## src/hw/rtl/life_grid_generation_step_assert.svh

```systemverilog
// assertion helpers shared by the grid step modules
`ifndef LIFE_GRID_GENERATION_STEP_ASSERT_SVH
`define LIFE_GRID_GENERATION_STEP_ASSERT_SVH

// consequent must hold in the same cycle as the antecedent
`define LGS_ASSERT_HOLDS(label, clk, rst, ante, cons) \
   label: assert property (@(posedge clk) disable iff (rst) (ante) |-> (cons)) \
      else $error("lgs: same-cycle check failed");

// consequent must hold in the cycle after the antecedent
`define LGS_ASSERT_NEXT(label, clk, rst, ante, cons) \
   label: assert property (@(posedge clk) disable iff (rst) (ante) |=> (cons)) \
      else $error("lgs: next-cycle check failed");

`endif

```

## src/hw/rtl/lgs_pkg.sv

```systemverilog
package lgs_pkg;

   // grid store size
   localparam int MAX_WIDTH  = 64;
   localparam int MAX_HEIGHT = 64;

   localparam int ROW_W      = $clog2(MAX_HEIGHT);
   localparam int COL_W      = $clog2(MAX_WIDTH);
   localparam int ADDR_EXT_W = ROW_W + 2;

   // field widths
   localparam int CMD_W      = 2;
   localparam int POS_W      = 6;
   localparam int DIM_W      = 7;
   localparam int SUM_W      = DIM_W + 1;
   localparam int NB_W       = 4;
   localparam int CSR_IDX_W  = 1;
   localparam int CSR_DATA_W = DIM_W;

   localparam logic [DIM_W-1:0] GRID_DIM_RESET = DIM_W'(64);

   // b3/s23 neighbor counts
   localparam logic [NB_W-1:0] BIRTH_COUNT   = NB_W'(3);
   localparam logic [NB_W-1:0] SURVIVE_COUNT = NB_W'(2);

   typedef logic [MAX_WIDTH-1:0] row_type;

   typedef enum logic [CMD_W-1:0] {
      CMD_WRITE = 2'd0,
      CMD_STEP  = 2'd1,
      CMD_READ  = 2'd2,
      CMD_NONE  = 2'd3
   } cmd_type;

   typedef enum logic [CSR_IDX_W-1:0] {
      REG_GRID_WIDTH  = 1'b0,
      REG_GRID_HEIGHT = 1'b1
   } csr_reg_type;

   // controller to datapath
   typedef struct packed {
      logic take;
      logic cell_write;
      logic step_prime;
      logic step_row;
      logic rsp_load;
   } lgs_cmd_type;

   // datapath to controller
   typedef struct packed {
      cmd_type req_cmd;
      logic    cell_go;
      logic    last_row;
   } lgs_status_type;

endpackage

```

## src/hw/rtl/lgs_ctrl.sv

```systemverilog
`include "life_grid_generation_step_assert.svh"

module lgs_ctrl import lgs_pkg::*; (
   input  logic           clock,
   input  logic           reset,
   input  logic           req_valid,
   output logic           req_ready,
   output logic           rsp_valid,
   input  logic           rsp_ready,
   input  lgs_status_type dp_status,
   output lgs_cmd_type    dp_cmd
);

   typedef enum logic [5:0] {
      ST_IDLE       = 6'b000001,
      ST_CELL_WR    = 6'b000010,
      ST_CELL_RD    = 6'b000100,
      ST_FINISH     = 6'b001000,
      ST_STEP_PRIME = 6'b010000,
      ST_STEP_ROW   = 6'b100000
   } state_type;

   state_type state_ff, state_in;
   logic      rsp_valid_ff, rsp_valid_in;
   logic      take;

   assign req_ready = (state_ff == ST_IDLE) && (!rsp_valid_ff || rsp_ready);
   assign take      = req_valid && req_ready;
   assign rsp_valid = rsp_valid_ff;

   always_comb begin
      state_in = state_ff;
      case (state_ff)
         ST_IDLE: begin
            if (take) begin
               case (dp_status.req_cmd)
                  CMD_WRITE: state_in = dp_status.cell_go ? ST_CELL_WR : ST_FINISH;
                  CMD_READ:  state_in = ST_CELL_RD;
                  CMD_STEP:  state_in = ST_STEP_PRIME;
                  default:   state_in = ST_FINISH;
               endcase
            end
         end
         ST_CELL_WR:    state_in = ST_IDLE;
         ST_CELL_RD:    state_in = ST_IDLE;
         ST_FINISH:     state_in = ST_IDLE;
         ST_STEP_PRIME: state_in = ST_STEP_ROW;
         ST_STEP_ROW: begin
            if (dp_status.last_row) begin
               state_in = ST_IDLE;
            end
         end
         default:       state_in = ST_IDLE;
      endcase
   end

   always_comb begin
      dp_cmd.take       = take;
      dp_cmd.cell_write = (state_ff == ST_CELL_WR);
      dp_cmd.step_prime = (state_ff == ST_STEP_PRIME);
      dp_cmd.step_row   = (state_ff == ST_STEP_ROW);
      dp_cmd.rsp_load   = (state_ff == ST_CELL_WR) || (state_ff == ST_CELL_RD) ||
                          (state_ff == ST_FINISH) ||
                          ((state_ff == ST_STEP_ROW) && dp_status.last_row);
   end

   assign rsp_valid_in = dp_cmd.rsp_load ? 1'b1 : (rsp_valid_ff && !rsp_ready);

   always_ff @(posedge clock) begin
      if (reset) begin
         state_ff     <= ST_IDLE;
         rsp_valid_ff <= 1'b0;
      end else begin
         state_ff     <= state_in;
         rsp_valid_ff <= rsp_valid_in;
      end
   end

   `LGS_ASSERT_NEXT(a_take_leaves_idle, clock, reset, take, state_ff != ST_IDLE)
   `LGS_ASSERT_HOLDS(a_load_into_empty, clock, reset, dp_cmd.rsp_load, !rsp_valid_ff)
   `LGS_ASSERT_NEXT(a_step_end_responds, clock, reset, (state_ff == ST_STEP_ROW) && dp_status.last_row, rsp_valid_ff && (state_ff == ST_IDLE))

endmodule

```

## config.mk

```make
export PLATFORM = sky130hd
export DESIGN_NAME = lgs_ctrl
export DESIGN_NICKNAME = d
export VERILOG_FILES = /design/src/hw/rtl/lgs_pkg.sv /design/src/hw/rtl/lgs_ctrl.sv
export VERILOG_INCLUDE_DIRS = /design/src /design/src/hw/rtl
export SDC_FILE = /design/constraint.sdc
export NUM_CORES = 1
export LEC_CHECK = 0
export ABC_AREA = 1
export BUFFER_PORTS_ARGS = -buffer_cell sky130_fd_sc_hd__buf_2
export CAP_MARGIN = 20
export CORE_AREA = 2 2 39 41
export CTS_CLUSTER_SIZE = 24
export DETAILED_ROUTE_END_ITERATION = 7
export DIE_AREA = 0 0 41 43
export GPL_TIMING_DRIVEN = 1
export PLACE_DENSITY = 0.68
export SYNTH_ARGS = -nofsm -noshare
export SYNTH_HDL_FRONTEND = slang
export SYNTH_SLANG_ARGS = --single-unit
```

## constraint.sdc

```tcl
create_clock -name clock -period 2.1 [get_ports clock]
set_clock_uncertainty 0.1 [all_clocks]
set_input_delay 0.63 -clock clock [delete_from_list [all_inputs] [get_ports clock]]
set_output_delay 0.63 -clock clock [all_outputs]
set_load 0.01 [all_outputs]
```

* After elaboration in Yosys (flattened, before gate mapping) *
Cells that the tools add are included.

storage, ports and cells
  memory bits (writable) = 0
  bits in registers = 7
  bits in read-only memories = 0
  logic and storage cells = 30
  latch bits = 0
  memories = 0

cells by class
  add/sub/neg operators = 0
  shifts and indexed selects = 0
  equality and inequality tests = 10
  bitwise logic cells = 0
  $lt $le $gt $ge = 0
  reduce and logical (&&, ||, !) cells = 12
  divide/modulo/power cells = 0
  multipliers = 0
  mux-type cells = 6

operators by type and width
  kind                                                 count
  case mux 6 bit (3 select lines)                      1
  case mux 5 bit (3 select lines)                      1
  2-to-1 mux 6 bit                                     2
  equality test 6 x 1 -> 1 bit, second input constant  1
  equality test 6 x 2 -> 1 bit, second input constant  1
  equality test 6 x 3 -> 1 bit, second input constant  1
  equality test 6 x 4 -> 1 bit, second input constant  1
  equality test 6 x 5 -> 1 bit, second input constant  1
  equality test 6 bit, second input constant           1
  logical AND 1 bit                                    4
  logical OR 1 bit                                     4
  2-to-1 mux 4 bit                                     1
  != test 2 bit, second input constant                 2
  equality test 2 x 1 -> 1 bit, second input constant  1
  equality test 2 bit, second input constant           1
  zero test 1 bit                                      2
  zero test 2 bit                                      1
  AND reduction 2 bit                                  1
  2-to-1 mux 1 bit                                     1

* Depth between registers and ports, before layout *
  word-level depth = 6
  mapped depth = 8
  mapped depth without buffers = 8

* Least setup slack after synthesis *
No wires, ideal clock.

  path kind = input-to-output
  start = input rsp_ready
  end = output dp_cmd[4] (netlist bit)
  setup slack = 321 ps
  cell stages on the path = 3
  data arrival time = 1049 ps
  path buffers = 1
  path through = nor2_1 -> nor3_1 -> buf_4

between the ends
  word-level cells in the longest chain between the ends = 3

RTL lines
  element            RTL line        RTL
  from (decl)        lgs_ctrl.sv:9   input logic rsp_ready,
  logical OR 1 bit   lgs_ctrl.sv:27  assign req_ready = (state_ff == ST_IDLE) && (!rsp_valid_ff || rsp_ready);
  logical AND 1 bit  lgs_ctrl.sv:27
  logical AND 1 bit  lgs_ctrl.sv:28  assign take = req_valid && req_ready;
  to (decl)          lgs_ctrl.sv:11  output lgs_cmd_type dp_cmd

Every way passes these cells.

==> out/metrics.csv <==
metric,value,unit
FF-to-FF path depth,6,
average via count per standard cell,4.33,
Core Area,1380,µm²
global placer's final weighted congestion,0.671,
r2r startpoint,state_ff[4],
crit path max fanout,7,
critical path's largest stage delay,340,ps
CTS tree,done,
Leak Pwr,0.338,nW
sequential area share after synthesis,0.308,
number of standard cells after synthesis,74,
Avg Synthesized Cell Area,6.15,µm²
arrival time reported for the critical path endpoint,1220,ps
Die Span X,41,µm
worst hold endpoint,state_ff[2],
placed cells,103,
clk slew on worst S/H paths,50,ps
DRC violation total after the first TritonRoute iteration,9,
post-placement cell area,538,µm²
result of the run,completed,
clock latency at the later pin of the worst-skew pair,250,ps
power consumption,0.395,mW
capture instance of the worst register-to-register path,state_ff[3],
net total in the final layout,100,
maximum clock frequency,514,MHz
hold violation total from the final report,0,
overall via count from detail_route,463,
power density normalized to cell area,699,nW/µm²
"final std cell area, no fill",564,µm²
Worst Setup SP,state_ff[0],
max-slew violations,0,
source of the worst hold timing path,reset,
Top Ports,15,
number of antenna violations at the first check in global routing,0,
net count after synthesis,82,
slew at the pin closest to its max-slew limit,275,ps
Critical Setup Path Class,reg -> out,
WHS Path Cells,2,
Routed WL,910,µm
post-synthesis register bit count,7,
Congestion Overflow GR,0,
area fraction of the dominant cell type after synthesis,0.308,
global router's overall resource usage,0.130,
root buffer selected by CTS,clkbuf_4,
setup TNS after final layout,0,ps
wire length of the first global-routing pass,1520,µm
CP endpoint kind,output port,
starting utilization of the core area,0.329,
cell types with the largest area share after synthesis,"dfxtp_1, inv_1, nor2_1, nand2_1, nand3_1",
count of inserted antenna diode cells,0,
Post-CTS Setup Inserts,0,
die outline area,1760,µm²
final non-filler cell total,107,
min Tclk post-route,1950,ps
H-tree depth,1,
max cap viols,0,
ratio of cells with drive above 1 in the final layout,0.297,
largest voltage drop on the vdd net,0.255,mV
number of hold buffers added after cts,0,
number of sinks on the clock net,7,
maximum number of pins on one net before global-route repair,8,
DR pass1 iterations,3,
Final Cycle Share,0.926,
Slew Limit Headroom,0.816,
Ys Warns,0,
setup repair after global routing missed its margin,no,
final setup vio count,0,
type of origin of the critical path,flip-flop,
cell taking the most area after synthesis,dfxtp_1,
worst-path cell chain,"inv_2, nor2_2, nand3_2, nor3_1, buf_2",
required time at the worst-slack endpoint,1370,ps
growth of design area from synthesis to finish,23.9,%
netlist area before placement,455,µm²
DRC violations left,0,
number of CTS-inserted buffers,3,
final standard cell utilization of the core,0.408,
HPWL after DPL,778,µm
Resize count post-CTS,0,
final routed wire length divided by cell count,8.50,µm
worst hold path type,in -> reg,
post-synth cell types,17,
number of buffers added on ports,14,
slowest CP cell,dfxtp_1,
number of global-route vias before repair,404,
setup slack of the worst register-to-register path,910,ps
Rows,14,
maximum buffer depth of the clock tree,2,
number of routed nets with antenna violations,0,
die height,43,µm
[report_power, final]
part           switching, mW  leakage [nW]  internal, mW  total (mW)
combinational         0.0779         0.266        0.0468       0.125
clock                 0.0468        0.0150        0.0723       0.119
sequential           0.00769        0.0570         0.143       0.151
total                  0.132         0.338         0.262       0.395
[area by class of cell]
class                      instances  area [µm²]
fill                             146         820
multi-input combinational         48         240
sequential                         7         140
timing repair buffer              14        70.1
inverter                          18        67.6
clock buffer                       4        26.3
tap                               16        20.0
[flip-flops by register name, summed over array words and instances, names as in the netlist]
register and cells:
rsp_valid 1, state_ff 6
[through the flow]
| stage | hold WS (ps) | setup slack (ps) |
|---|---|---|
| after global placement | 486 | 221 |
| final | 482 | 155 |
| after floorplan | 432 | 321 |
| after global routing | 479 | 26.5 |
| after CTS | 470 | 140 |
| after detailed placement | 490 | 182 |
[placed cells by master (no fill, tap or decap), types with 2 or more instances in the layout]
| cell type | synthesis | layout |
|---|---|---|
| a21oi_1 | 2 | 2 |
| buf_2 | 0 | 14 |
| clkbuf_4 | 0 | 3 |
| dfxtp_1 | 7 | 7 |
| inv_1 | 17 | 17 |
| nand2_1 | 11 | 11 |
| nand3_1 | 7 | 7 |
| nand3_2 | 2 | 2 |
| nand4_1 | 2 | 2 |
| nor2_1 | 14 | 14 |
| nor2_2 | 4 | 4 |
[cell usage after synthesis]
master,n
inv_2,1
buf_4,1
a21oi_1,2
nand2_1,11
nor2_1,14
nor4_1,1
dfxtp_1,7
nor3_1,1
o21ai_2,1
nor2_4,1
inv_1,17
or2_1,1
nand3_2,2
nand2_2,1
nand4_1,2
nor2_2,4
nand3_1,7
[metal layers]
layer	up-vias	part of all wire	GRT usage
li1	258	-	-
met1	193	0.45	0.153
met2	10	0.50	0.191
met3	2	0.030	0.0314
met4	0	0.020	0.100
met5	-	0	0
[kinds of logic (layout without fill, tap and decap cells)]
family / Yosys count / count (layout) / synth area share
buf+inv: 19 / 36 / 0.165
compound gates: 3 / 3 / 0.0412
flops: 7 / 7 / 0.308
simple gates: 45 / 45 / 0.486
[worst max path at each step]
stage                 to  slack [ps]
4_1_cts        dp_cmd[4]         140
3_3_place_gp   dp_cmd[4]         220
5_1_grt        dp_cmd[4]          30
6_report       dp_cmd[4]         150
2_1_floorplan  dp_cmd[4]         320
3_5_place_dp   dp_cmd[4]         180
[critical path, delay by kind of cell (launching register included)]
family | cells | cell delay [ps]
simple gates | 3 | 410
buf+inv | 2 | 210
flops | 1 | 340
No activity file was read; power rests on OpenSTA's default activity.
